<file path="config.mk">
export PLATFORM = sky130hd
export DESIGN_NAME = motor_angle_command_framer_flat
export DESIGN_NICKNAME = d
export VERILOG_FILES = /design/src/maf_pkg.sv /design/src/maf_if.sv /design/src/maf_front.sv /design/src/maf_queue.sv /design/src/maf_back.sv /design/src/motor_angle_command_framer.sv /design/src/flat_wrapper.sv
export VERILOG_INCLUDE_DIRS = /design/src /design/src/src
export SDC_FILE = /design/constraint.sdc
export NUM_CORES = 1
export LEC_CHECK = 0
export BUFFER_PORTS_ARGS = -buffer_cell sky130_fd_sc_hd__buf_2
export CORE_MARGIN = 1
export CORE_UTILIZATION = 48
export CTS_BUF_LIST = sky130_fd_sc_hd__clkbuf_8
export CTS_CLUSTER_DIAMETER = 150
export DETAILED_ROUTE_END_ITERATION = 16
export PLACE_DENSITY_LB_ADDON = 0.2
export SETUP_SLACK_MARGIN = 0.1
export SYNTH_ARGS = -nofsm -noshare
export SYNTH_HDL_FRONTEND = slang
export SYNTH_HIERARCHICAL = 1
export SYNTH_SLANG_ARGS = --single-unit
export TNS_END_PERCENT = 30
</file>
<file path="constraint.sdc">
create_clock -name i_clk -period 16.97 [get_ports i_clk]
set_input_delay 1.697 -clock i_clk [delete_from_list [all_inputs] [get_ports i_clk]]
set_output_delay 1.697 -clock i_clk [all_outputs]
set_load 0.02 [all_outputs]
</file>
<file path="src/motor_angle_command_framer_defines.svh">
// Assertion macros for the motor angle command framer.
`ifndef MOTOR_ANGLE_COMMAND_FRAMER_DEFINES_SVH
`define MOTOR_ANGLE_COMMAND_FRAMER_DEFINES_SVH

`ifndef SYNTHESIS
`define MAF_ASSERT_IMP(lbl, ante, cons) \
    lbl: assert property (@(posedge i_clk) disable iff (!i_rst_n) (ante) |-> (cons)) \
        else $error("maf: same-cycle check failed");
`define MAF_ASSERT_NEXT(lbl, ante, cons) \
    lbl: assert property (@(posedge i_clk) disable iff (!i_rst_n) (ante) |=> (cons)) \
        else $error("maf: next-cycle check failed");
`else
`define MAF_ASSERT_IMP(lbl, ante, cons)
`define MAF_ASSERT_NEXT(lbl, ante, cons)
`endif

`endif

</file>
<file path="src/maf_pkg.sv">
// Shared types, constants and the CRC step for the motor angle command framer.
package maf_pkg;

    typedef logic [31:0] t_counts;
    typedef logic [3:0]  t_byte_idx;

    typedef struct packed {
        logic      busy;
        t_byte_idx idx;
    } t_back_stat;

    localparam t_byte_idx IDX_HEAD   = 4'd0;
    localparam t_byte_idx IDX_RSVD   = 4'd1;
    localparam t_byte_idx IDX_ID     = 4'd2;
    localparam t_byte_idx IDX_CMD    = 4'd3;
    localparam t_byte_idx IDX_LEN    = 4'd4;
    localparam t_byte_idx IDX_CNT0   = 4'd5;
    localparam t_byte_idx IDX_CNT1   = 4'd6;
    localparam t_byte_idx IDX_CNT2   = 4'd7;
    localparam t_byte_idx IDX_CNT3   = 4'd8;
    localparam t_byte_idx IDX_CRC_LO = 4'd9;
    localparam t_byte_idx IDX_CRC_HI = 4'd10;

    localparam logic [7:0] HEAD_BYTE = 8'h3E;
    localparam logic [7:0] RSVD_BYTE = 8'h00;
    localparam logic [7:0] CMD_BYTE  = 8'h55;
    localparam logic [7:0] LEN_BYTE  = 8'h04;

    localparam logic [15:0] CRC_INIT = 16'hFFFF;
    localparam logic [15:0] CRC_POLY = 16'hA001;

    localparam logic signed [24:0] HALF_TURN     = 25'sd46080;
    localparam logic signed [24:0] NEG_HALF_TURN = -25'sd46080;
    localparam logic signed [15:0] OFF_MIN       = -16'sd32768;
    localparam logic signed [15:0] OFF_MAX       = 16'sd32767;

    // floor(x / 45) = (x * RECIP_45) >> RECIP_SHIFT for 0 <= x < 2^29
    localparam logic [28:0] DIV_BIAS    = 29'd377487360;
    localparam logic [29:0] RECIP_45    = 30'd763549742;
    localparam int          RECIP_SHIFT = 35;
    localparam logic [5:0]  DIVISOR     = 6'd45;

    function automatic logic [15:0] crc_byte(input logic [15:0] crc, input logic [7:0] data);
        logic [15:0] c;
        c = crc ^ {8'h00, data};
        for (int b = 0; b < 8; b++) begin
            c = c[0] ? ((c >> 1) ^ CRC_POLY) : (c >> 1);
        end
        return c;
    endfunction

endpackage

</file>
<file path="src/maf_if.sv">
// Channel interfaces: input ticks, output frame bytes, configuration writes.
interface maf_in_if;
    logic               valid;
    logic               ready;
    logic signed [23:0] target_angle;
    logic               stop;
    modport source (output valid, output target_angle, output stop, input ready);
    modport sink (input valid, input target_angle, input stop, output ready);
endinterface

interface maf_out_if;
    logic       valid;
    logic       ready;
    logic [7:0] frame_byte;
    logic       last_of_frame;
    modport source (output valid, output frame_byte, output last_of_frame, input ready);
    modport sink (input valid, input frame_byte, input last_of_frame, output ready);
endinterface

interface maf_cfg_if;
    logic       valid;
    logic       ready;
    logic [7:0] motor_index;
    modport source (output valid, output motor_index, input ready);
    modport sink (input valid, input motor_index, output ready);
endinterface

</file>
<file path="src/maf_front.sv">
// Front pipeline: accept ticks, unwrap turns, convert to encoder counts.
module maf_front import maf_pkg::*; (
    input  logic    i_clk,
    input  logic    i_rst_n,
    maf_in_if.sink  i_in,
    output logic    o_valid,
    input  logic    i_ready,
    output t_counts o_counts
);

    logic               en;
    logic               accept;
    logic signed [24:0] w_diff;
    logic signed [15:0] n_off;
    logic [29:0]        w_sum;
    logic [23:0]        w_q;
    logic [5:0]         w_q45;
    logic [5:0]         w_rem;
    logic [31:0]        w_floor32;
    logic [31:0]        w_off_counts;
    logic [31:0]        w_base;
    logic [31:0]        n_counts;

    logic signed [23:0] r_prev;
    logic signed [15:0] r_off;

    logic               r_s1_v, r_s2_v, r_s3_v, r_s4_v;
    logic signed [23:0] r_s1_t;
    logic               r_s1_stop, r_s2_stop, r_s3_stop;
    logic signed [15:0] r_s1_off, r_s2_off;
    logic [58:0]        r_s2_prod;
    logic [5:0]         r_s2_xlo;
    logic [31:0]        r_s3_base;
    logic [31:0]        r_s3_offc;
    logic               r_s3_fix;
    t_counts            r_s4_counts;

    assign en         = !r_s4_v || i_ready;
    assign i_in.ready = en;
    assign accept     = i_in.valid && en;

    assign w_diff = $signed({i_in.target_angle[23], i_in.target_angle}) -
                    $signed({r_prev[23], r_prev});

    always_comb begin
        n_off = r_off;
        if (w_diff > HALF_TURN && r_off != OFF_MIN) begin
            n_off = r_off - 16'sd1;
        end else if (w_diff < NEG_HALF_TURN && r_off != OFF_MAX) begin
            n_off = r_off + 16'sd1;
        end
    end

    assign w_sum = {{3{r_s1_t[23]}}, r_s1_t, 3'b000} + {1'b0, DIV_BIAS};

    assign w_q          = r_s2_prod[58:RECIP_SHIFT];
    assign w_q45        = w_q[5:0] * DIVISOR;
    assign w_rem        = r_s2_xlo - w_q45;
    assign w_floor32    = {{8{~w_q[23]}}, ~w_q[23], w_q[22:0]};
    assign w_off_counts = {{2{r_s2_off[15]}}, r_s2_off, 14'b0};

    assign w_base   = w_floor32 + w_off_counts;
    assign n_counts = r_s3_stop ? r_s3_offc : (r_s3_base + {31'b0, r_s3_base[31] & r_s3_fix});

    always_ff @(posedge i_clk) begin
        if (!i_rst_n) begin
            r_prev <= '0;
            r_off  <= '0;
            r_s1_v <= 1'b0;
            r_s2_v <= 1'b0;
            r_s3_v <= 1'b0;
            r_s4_v <= 1'b0;
        end else begin
            if (accept) begin
                r_prev <= i_in.target_angle;
                r_off  <= n_off;
            end
            if (en) begin
                r_s1_v <= accept;
                r_s2_v <= r_s1_v;
                r_s3_v <= r_s2_v;
                r_s4_v <= r_s3_v;
            end
        end
    end

    always_ff @(posedge i_clk) begin
        if (en) begin
            r_s1_t      <= i_in.target_angle;
            r_s1_stop   <= i_in.stop;
            r_s1_off    <= n_off;
            r_s2_prod   <= 59'(w_sum[28:0]) * 59'(RECIP_45);
            r_s2_xlo    <= w_sum[5:0];
            r_s2_stop   <= r_s1_stop;
            r_s2_off    <= r_s1_off;
            r_s3_base   <= w_base;
            r_s3_offc   <= w_off_counts;
            r_s3_fix    <= (w_rem != 6'd0);
            r_s3_stop   <= r_s2_stop;
            r_s4_counts <= n_counts;
        end
    end

    assign o_valid  = r_s4_v;
    assign o_counts = r_s4_counts;

endmodule

</file>
<file path="src/maf_queue.sv">
// Two-entry queue of encoder counts between front and back.
module maf_queue import maf_pkg::*; (
    input  logic    i_clk,
    input  logic    i_rst_n,
    input  logic    i_valid,
    output logic    o_ready,
    input  t_counts i_counts,
    output logic    o_valid,
    input  logic    i_ready,
    output t_counts o_counts
);

    logic    push, pop;
    logic    r_head_v, r_tail_v;
    t_counts r_head, r_tail;

    assign o_ready = !r_tail_v;
    assign push    = i_valid && !r_tail_v;
    assign pop     = r_head_v && i_ready;

    always_ff @(posedge i_clk) begin
        if (!i_rst_n) begin
            r_head_v <= 1'b0;
            r_tail_v <= 1'b0;
        end else begin
            if (pop) begin
                if (r_tail_v) begin
                    r_tail_v <= 1'b0;
                end else begin
                    r_head_v <= push;
                end
            end else if (push) begin
                if (r_head_v) begin
                    r_tail_v <= 1'b1;
                end else begin
                    r_head_v <= 1'b1;
                end
            end
        end
    end

    always_ff @(posedge i_clk) begin
        if (pop) begin
            if (r_tail_v) begin
                r_head <= r_tail;
            end else if (push) begin
                r_head <= i_counts;
            end
        end else if (push) begin
            if (r_head_v) begin
                r_tail <= i_counts;
            end else begin
                r_head <= i_counts;
            end
        end
    end

    assign o_valid  = r_head_v;
    assign o_counts = r_head;

endmodule

</file>
<file path="src/maf_back.sv">
// Back end: serialize one command frame per count value, with running CRC.
module maf_back import maf_pkg::*; (
    input  logic       i_clk,
    input  logic       i_rst_n,
    input  logic [7:0] i_motor_index,
    input  logic       i_valid,
    output logic       o_ready,
    input  t_counts    i_counts,
    maf_out_if.source  o_out,
    output t_back_stat o_stat
);

    logic        advance;
    logic        at_last;
    logic        load;
    logic [7:0]  w_byte;

    logic        r_busy;
    t_byte_idx   r_idx;
    t_counts     r_cnt;
    logic [15:0] r_crc;
    logic        r_out_v;
    logic [7:0]  r_out_byte;
    logic        r_out_last;

    assign advance = r_busy && (!r_out_v || o_out.ready);
    assign at_last = (r_idx == IDX_CRC_HI);
    assign o_ready = !r_busy || (advance && at_last);
    assign load    = i_valid && o_ready;

    always_comb begin
        unique case (r_idx)
            IDX_HEAD:   w_byte = HEAD_BYTE;
            IDX_RSVD:   w_byte = RSVD_BYTE;
            IDX_ID:     w_byte = i_motor_index + 8'd1;
            IDX_CMD:    w_byte = CMD_BYTE;
            IDX_LEN:    w_byte = LEN_BYTE;
            IDX_CNT0:   w_byte = r_cnt[7:0];
            IDX_CNT1:   w_byte = r_cnt[15:8];
            IDX_CNT2:   w_byte = r_cnt[23:16];
            IDX_CNT3:   w_byte = r_cnt[31:24];
            IDX_CRC_LO: w_byte = r_crc[7:0];
            IDX_CRC_HI: w_byte = r_crc[15:8];
            default:    w_byte = 8'h00;
        endcase
    end

    always_ff @(posedge i_clk) begin
        if (!i_rst_n) begin
            r_busy  <= 1'b0;
            r_idx   <= IDX_HEAD;
            r_out_v <= 1'b0;
        end else begin
            if (load) begin
                r_busy <= 1'b1;
                r_idx  <= IDX_HEAD;
            end else if (advance && at_last) begin
                r_busy <= 1'b0;
                r_idx  <= IDX_HEAD;
            end else if (advance) begin
                r_idx <= r_idx + 4'd1;
            end
            if (advance) begin
                r_out_v <= 1'b1;
            end else if (o_out.ready) begin
                r_out_v <= 1'b0;
            end
        end
    end

    always_ff @(posedge i_clk) begin
        if (load) begin
            r_cnt <= i_counts;
            r_crc <= CRC_INIT;
        end else if (advance && r_idx <= IDX_CNT3) begin
            r_crc <= crc_byte(r_crc, w_byte);
        end
        if (advance) begin
            r_out_byte <= w_byte;
            r_out_last <= at_last;
        end
    end

    assign o_out.valid         = r_out_v;
    assign o_out.frame_byte    = r_out_byte;
    assign o_out.last_of_frame = r_out_last;

    assign o_stat.busy = r_busy;
    assign o_stat.idx  = r_idx;

endmodule

</file>
<file path="src/motor_angle_command_framer.sv">
// Top level of the motor angle command framer.
//
//   channel  | dir | payload                         | item
//   i_in     | in  | target_angle[23:0] s, stop      | one control tick
//   o_out    | out | frame_byte[7:0], last_of_frame  | one frame byte
//   i_cfg    | in  | motor_index[7:0]                | one register write
//
// Each tick yields 11 bytes, one per cycle while o_out is ready.
// The first byte passes through the 4 front stages, the queue, the frame load and the
// output register.
// Front and back stall independently through a two-entry queue of count values.
// Reset is synchronous, active low; it clears the unwrap state, motor index and all valids.
// i_cfg is always ready.
`include "motor_angle_command_framer_defines.svh"

module motor_angle_command_framer import maf_pkg::*; (
    input  logic      i_clk,
    input  logic      i_rst_n,
    maf_in_if.sink    i_in,
    maf_out_if.source o_out,
    maf_cfg_if.sink   i_cfg
);

    logic       f_valid, f_ready;
    t_counts    f_counts;
    logic       q_valid, q_ready;
    t_counts    q_counts;
    t_back_stat b_stat;
    logic [7:0] r_motor_index;
    logic       last_taken;

    assign i_cfg.ready = 1'b1;
    assign last_taken  = o_out.valid && o_out.ready && o_out.last_of_frame;

    always_ff @(posedge i_clk) begin
        if (!i_rst_n) begin
            r_motor_index <= '0;
        end else if (i_cfg.valid) begin
            r_motor_index <= i_cfg.motor_index;
        end
    end

    maf_front u_front (
        .i_clk    (i_clk),
        .i_rst_n  (i_rst_n),
        .i_in     (i_in),
        .o_valid  (f_valid),
        .i_ready  (f_ready),
        .o_counts (f_counts)
    );

    maf_queue u_queue (
        .i_clk    (i_clk),
        .i_rst_n  (i_rst_n),
        .i_valid  (f_valid),
        .o_ready  (f_ready),
        .i_counts (f_counts),
        .o_valid  (q_valid),
        .i_ready  (q_ready),
        .o_counts (q_counts)
    );

    maf_back u_back (
        .i_clk         (i_clk),
        .i_rst_n       (i_rst_n),
        .i_motor_index (r_motor_index),
        .i_valid       (q_valid),
        .o_ready       (q_ready),
        .i_counts      (q_counts),
        .o_out         (o_out),
        .o_stat        (b_stat)
    );

    `MAF_ASSERT_IMP(a_idle_idx_home, !b_stat.busy, b_stat.idx == IDX_HEAD)
    `MAF_ASSERT_NEXT(a_head_after_last, last_taken, !o_out.valid || o_out.frame_byte == HEAD_BYTE)
    `MAF_ASSERT_IMP(a_last_only_at_crc, o_out.valid && o_out.last_of_frame, b_stat.busy || b_stat.idx == IDX_HEAD)

endmodule
</file>
<file path="src/flat_wrapper.sv">
// flat-port wrapper written by rule: the top's interface ports become plain ports
module motor_angle_command_framer_flat import maf_pkg::*;
  (i_clk, i_rst_n, i_in_valid, i_in_target_angle, i_in_stop, i_in_ready, o_out_valid, o_out_frame_byte, o_out_last_of_frame, o_out_ready, i_cfg_valid, i_cfg_motor_index, i_cfg_ready);
  maf_in_if i_in_i ();
  maf_out_if o_out_i ();
  maf_cfg_if i_cfg_i ();
  input  logic i_clk;
  input  logic i_rst_n;
  input wire logic [$bits(i_in_i.valid)-1:0] i_in_valid;
  input wire logic [$bits(i_in_i.target_angle)-1:0] i_in_target_angle;
  input wire logic [$bits(i_in_i.stop)-1:0] i_in_stop;
  output wire logic [$bits(i_in_i.ready)-1:0] i_in_ready;
  output wire logic [$bits(o_out_i.valid)-1:0] o_out_valid;
  output wire logic [$bits(o_out_i.frame_byte)-1:0] o_out_frame_byte;
  output wire logic [$bits(o_out_i.last_of_frame)-1:0] o_out_last_of_frame;
  input wire logic [$bits(o_out_i.ready)-1:0] o_out_ready;
  input wire logic [$bits(i_cfg_i.valid)-1:0] i_cfg_valid;
  input wire logic [$bits(i_cfg_i.motor_index)-1:0] i_cfg_motor_index;
  output wire logic [$bits(i_cfg_i.ready)-1:0] i_cfg_ready;
  assign i_in_i.valid = i_in_valid;
  assign i_in_i.target_angle = i_in_target_angle;
  assign i_in_i.stop = i_in_stop;
  assign i_in_ready = i_in_i.ready;
  assign o_out_valid = o_out_i.valid;
  assign o_out_frame_byte = o_out_i.frame_byte;
  assign o_out_last_of_frame = o_out_i.last_of_frame;
  assign o_out_i.ready = o_out_ready;
  assign i_cfg_i.valid = i_cfg_valid;
  assign i_cfg_i.motor_index = i_cfg_motor_index;
  assign i_cfg_ready = i_cfg_i.ready;
  motor_angle_command_framer u_core (.i_clk(i_clk), .i_rst_n(i_rst_n), .i_in(i_in_i), .o_out(o_out_i), .i_cfg(i_cfg_i));
endmodule
</file>
==> results of run 1 <==
## layer usage
layer / vias up / GRT usage
met5: - / 0
met3: 67 / 0.0353
met1: 9078 / 0.293
li1: 9036 / -
met4: 0 / 0.0575
met2: 426 / 0.349
## final timing paths
check                                                     to  slack (ns)  depth (start not counted)
worst max-delay path            u_core/u_front/r_s2_prod[58]        8.58                         25
worst min-delay path                 u_core/u_back/r_cnt[12]        0.39                          0
worst max register to register  u_core/u_front/r_s2_prod[58]        8.58                         25
worst min register to register       u_core/u_back/r_cnt[12]        0.39                          0
## registers in the layout (all words and copies together), names as in the netlist, 2 cells and up
register,count
u_core/r_motor_index,8
u_core/u_front/r_s3_offc,16
u_core/u_front/r_s1_t,24
u_core/u_back/o_out.frame_byte,8
u_core/u_front/r_off,16
u_core/u_back/r_idx,4
u_core/u_front/r_prev,24
u_core/u_queue/r_tail,32
u_core/u_back/r_crc,16
u_core/u_front/r_s2_prod,25
u_core/u_front/r_s3_base,31
u_core/u_front/o_counts,32
u_core/u_queue/o_counts,32
u_core/u_back/r_cnt,32
u_core/u_front/r_s1_off,16
u_core/u_front/r_s2_off,16
u_core/u_front/r_s2_xlo,2
## layout make-up
cell class | instances | area, um^2
diodes | 1 | 2.50
clock buffers | 67 | 922
clock inverters | 45 | 299
fillers | 5184 | 27500
inverters | 525 | 1980
multi-input cells | 1711 | 16500
flip-flops and latches | 347 | 9660
well taps | 765 | 957
repair buffers | 55 | 293
## stage by stage
stage	util	instances
after floorplan	-	2636
after global placement	0.506	3403
after detailed placement	0.506	3403
after CTS	0.527	3515
after global routing	0.527	3516
final	0.527	3516
## placed cells by master (no fill, tap or decap), types with 68 or more instances in the layout
master	count
edfxtp_1	271
fa_1	248
ha_1	369
nor2_1	109
dfxtp_1	76
inv_1	543
o21ai_0	74
a21oi_1	113
nand2_1	178
xnor2_1	68
==> impl_metrics.ini, run 1 <==
[worst_hold_path]
hp-class = register to register
hp-start = u_core/u_queue/o_counts[12]

[detailed_routing]
via_per_inst = 5.29
dr.max_layer_used = met4
met2WireLength_mm = 29.4
wl_per_cell_um = 17.9
wl_mm = 63.0
drt_first_pass_iters = 6
wl_met3_mm = 3.33
drt_drc_violations_left = 0
drt_first_iter_violations = 1133
ant_nets = 0
drt-met1-wl_mm = 29.0
via_count = 18600

[floorplan]
die_y_um = 245
io_pins = 50
start_util = 0.489
rows = 88
die-area_um2 = 60300
die_w_um = 245
coreArea_um2 = 58100

[placement]
hpwl_mm = 50.3
dp_slack_ns = 8.63
portBuffers = 48
place_area_um2 = 29400
routabilityCongestion = 0.945

[clock_network]
hold_buffers = 0
h-tree-depth = 2
clkTransAtPathRegs_ns = 0.06
clock_latency_ns = 0.68
clock_sinks = 347
clockRootBuffer = clkbuf_8
cts_buffers = 60
post_cts_buffers = 0
cts_tree = done
cts-resized-gates = 0
cts_buffer_depth = 3

[run]
max-cap-violations = 0

[worst_setup_path]
crit_path_max_fanout = 8
crit_type = register to register
startpoint_type = register
cp-end-kind = register
timing.rr.start = u_core/u_front/r_s1_t[20]
slowest_delay_ns = 0.67
required_ns = 17.36
startpoint = u_core/u_front/r_s1_t[20]
cp.arrival_ns = 8.78
crit_top_cell = fa_1
slowest_stage = xor2_1
crit_buf_inv = 4
crit_family = adder cells

[sta]
final.min_clock_period_ns = 8.39
fin_skew_ns = 0.0549
hold_viol = 0
fin_hold_ws_ns = 0.387
fmax_mhz = 119
rsz0062_at_grt = no
worstMarginPinSlew_ns = 1.20
min_period_over_period = 0.494
finalSetupViolations = 0
fin_setup_tns_ns = 0
worst_slack_ns = 8.58
drv_slew = 0
slew_headroom = 0.197

[grt]
first_global_vias = 19200
grt_pass1_wl_mm = 101
globalRouteOverflowTotal = 0
antenna_found_initial = 1
grt_max_degree = 112
grt_use_total = 0.213

[logic_synthesis]
synthCells = 2636
avgSynthCellArea_um2 = 10.8
synth_fp_nets = 3291
yosys_warnings = 6
synth_area_um2 = 28500

[layout]
nets = 3355
areaGrowthSynthToFinish_pct = 7.72
drive_above_1_share = 0.0749
stdcell_area_um2 = 30700

[outcome]
status = finished clean
Power of run 1 is left out: the tool's default activity adds up to more than one toggle a clock period on the data nets, which glitch-free logic cannot reach.
==> run 2, diff against run 1 <==
--- a/config.mk
+++ b/config.mk
@@ -6,6 +6,7 @@
 export SDC_FILE = /design/constraint.sdc
 export NUM_CORES = 1
 export LEC_CHECK = 0
+export ABC_AREA = 1
 export BUFFER_PORTS_ARGS = -buffer_cell sky130_fd_sc_hd__buf_2
 export CORE_MARGIN = 1
 export CORE_UTILIZATION = 48
==> constraint.sdc (replaced) <==
create_clock -name i_clk -period 8.45 [get_ports i_clk]
set_input_delay 0.845 -clock i_clk [delete_from_list [all_inputs] [get_ports i_clk]]
set_output_delay 0.845 -clock i_clk [all_outputs]
set_load 0.02 [all_outputs]
==> run 2 against run 1 <==
Compared with the run above:
- global-route usage increased by 2.4 points
- first-iteration DRC count rose by 14%
- hold slack improved by 0.0053 ns
- register-to-register slack got worse by 7.5 ns
- non-clock buffer count is 2 higher
- die area is 7.0% higher
- cell count up 25%
- utilization rose by 0.13 points
- flip-flop and latch count unchanged
- synthesized cell count up 30%
- worst setup slack got worse by 7.5 ns
- count of clock-buffer cells in the layout decreased by 5
- critical path type unchanged
==> impl_metrics.ini, run 2 <==
[sta]
final.min_clock_period_ns = 7.39
slew_headroom = 0.199
fin_skew_ns = 0.0527
hold_viol = 0
fin_setup_tns_ns = 0
finalSetupViolations = 0
rsz0062_at_grt = no
worstMarginPinSlew_ns = 1.20
min_period_over_period = 0.874
drv_slew = 0
fmax_mhz = 135

[logic_synthesis]
synth_fp_nets = 4090
yosys_warnings = 6
synthCells = 3435
synth_area_um2 = 30500
avgSynthCellArea_um2 = 8.87

[placement]
routabilityCongestion = 0.975
place_area_um2 = 31600
portBuffers = 48
hpwl_mm = 61.3

[layout]
final_common_cell = inv_1
drive_above_1_share = 0.0589
nets = 4167
stdcell_area_um2 = 32900
areaGrowthSynthToFinish_pct = 7.87
layout_common_cells = 794 x inv_1, 689 x nand2_1, 369 x ha_1

[clock_network]
cts-resized-gates = 0
clock_sinks = 347
cts_buffers = 61
cts_buffer_depth = 3
post_cts_buffers = 0
h-tree-depth = 2
hold_buffers = 0
clockRootBuffer = clkbuf_8
clock_latency_ns = 0.69
clkTransAtPathRegs_ns = 0.07
cts_tree = done

[detailed_routing]
via_count = 22000
drt_drc_violations_left = 0
drt_first_iter_violations = 1288
wl_per_cell_um = 16.9
wl_mm = 74.2
ant_nets = 0
drt_first_pass_iters = 5
via_per_inst = 5.01

[floorplan]
die_w_um = 254
start_util = 0.490
rows = 91
die_y_um = 254
die-area_um2 = 64500
coreArea_um2 = 62200
io_pins = 50

[worst_hold_path]
hp-class = input port to register

[grt]
antenna_found_initial = 1
globalRouteOverflowTotal = 0
first_global_vias = 22000
grt_max_degree = 145
grt_pass1_wl_mm = 118
grt_use_total = 0.237

[worst_setup_path]
slowest_delay_ns = 0.53
crit_type = register to register
crit_buf_inv = 5
crit_path_max_fanout = 6
required_ns = 8.84
cp.arrival_ns = 7.77
cp-end-kind = register
crit_family = adder cells
slowest_stage = edfxtp_1
startpoint_type = register

[run]
max-cap-violations = 0

[outcome]
status = finished clean
run 2: cell types whose count changed in the layout (fill, tap and decap cells not counted), moves of 30 or more:
cell,delta
nand2_1,+511
a21oi_1,+41
xnor2_1,-41
nand4_1,+33
nor2_1,+87
inv_1,+251
nand3_1,+100
mux2_4,-30
run 2: area by class of cell:
class / instances / area [um^2]
Timing Repair Buffer: 57 / 320
Clock inverter: 54 / 435
Sequential cell: 347 / 9660
Antenna cell: 1 / 2.50
Clock buffer: 62 / 853
Fill cell: 5937 / 29300
Tap cell: 837 / 1050
Multi-Input combinational cell: 2257 / 17600
Inverter: 788 / 2960
run 2: worst paths after layout:
kind / from / to / cells past startpoint / slack (ns)
worst min-delay path: i_in_target_angle[15] / u_core/u_front/r_s1_t[15] / 1 / 0.39
worst max register to register: u_core/u_front/r_s1_t[20] / u_core/u_front/r_s2_prod[56] / 25 / 1.06
worst min register to register: u_core/u_front/r_s2_stop / u_core/u_front/r_s3_stop / 0 / 0.41
worst max-delay path: u_core/u_front/r_s1_t[20] / u_core/u_front/r_s2_prod[56] / 25 / 1.06
run 2: layer usage:
metal,track usage,share of wire
met5,0,0
met4,0.0657,0.024
met3,0.0419,0.049
met2,0.408,0.48
met1,0.306,0.44
run 2: worst reg2reg max path, cell delays in order (launching register included):
cell and delay [ns]:
edfxtp_1 0.53, ha_1 0.29, xor2_1 0.45, inv_1 0.19, ha_1 0.42, fa_1 0.53
inv_1 0.05, fa_1 0.49, inv_1 0.05, fa_1 0.47, fa_1 0.49, inv_1 0.05
fa_1 0.52, inv_1 0.04, ha_1 0.28, ha_1 0.30, ha_1 0.38, a21o_1 0.22
a31oi_1 0.17, o21ai_0 0.11, a21oi_1 0.13, nand3_1 0.16, a21o_1 0.22, a21boi_0 0.29
o21bai_1 0.12, xor2_1 0.15
run 2: metrics by stage:
step / setup slack (ns) / cells / utilization / hold slack (ns)
6_report: 1.06 / 4403 / 0.529 / 0.393
5_1_grt: 0.500 / 4403 / 0.529 / 0.366
3_3_place_gp: 1.10 / 4286 / 0.508 / 0.400
4_1_cts: 0.994 / 4402 / 0.528 / 0.336
3_5_place_dp: 1.06 / 4286 / 0.508 / 0.405
2_1_floorplan: 1.19 / 3435 / - / 0.400
Power of run 2 is left out for the same reason.
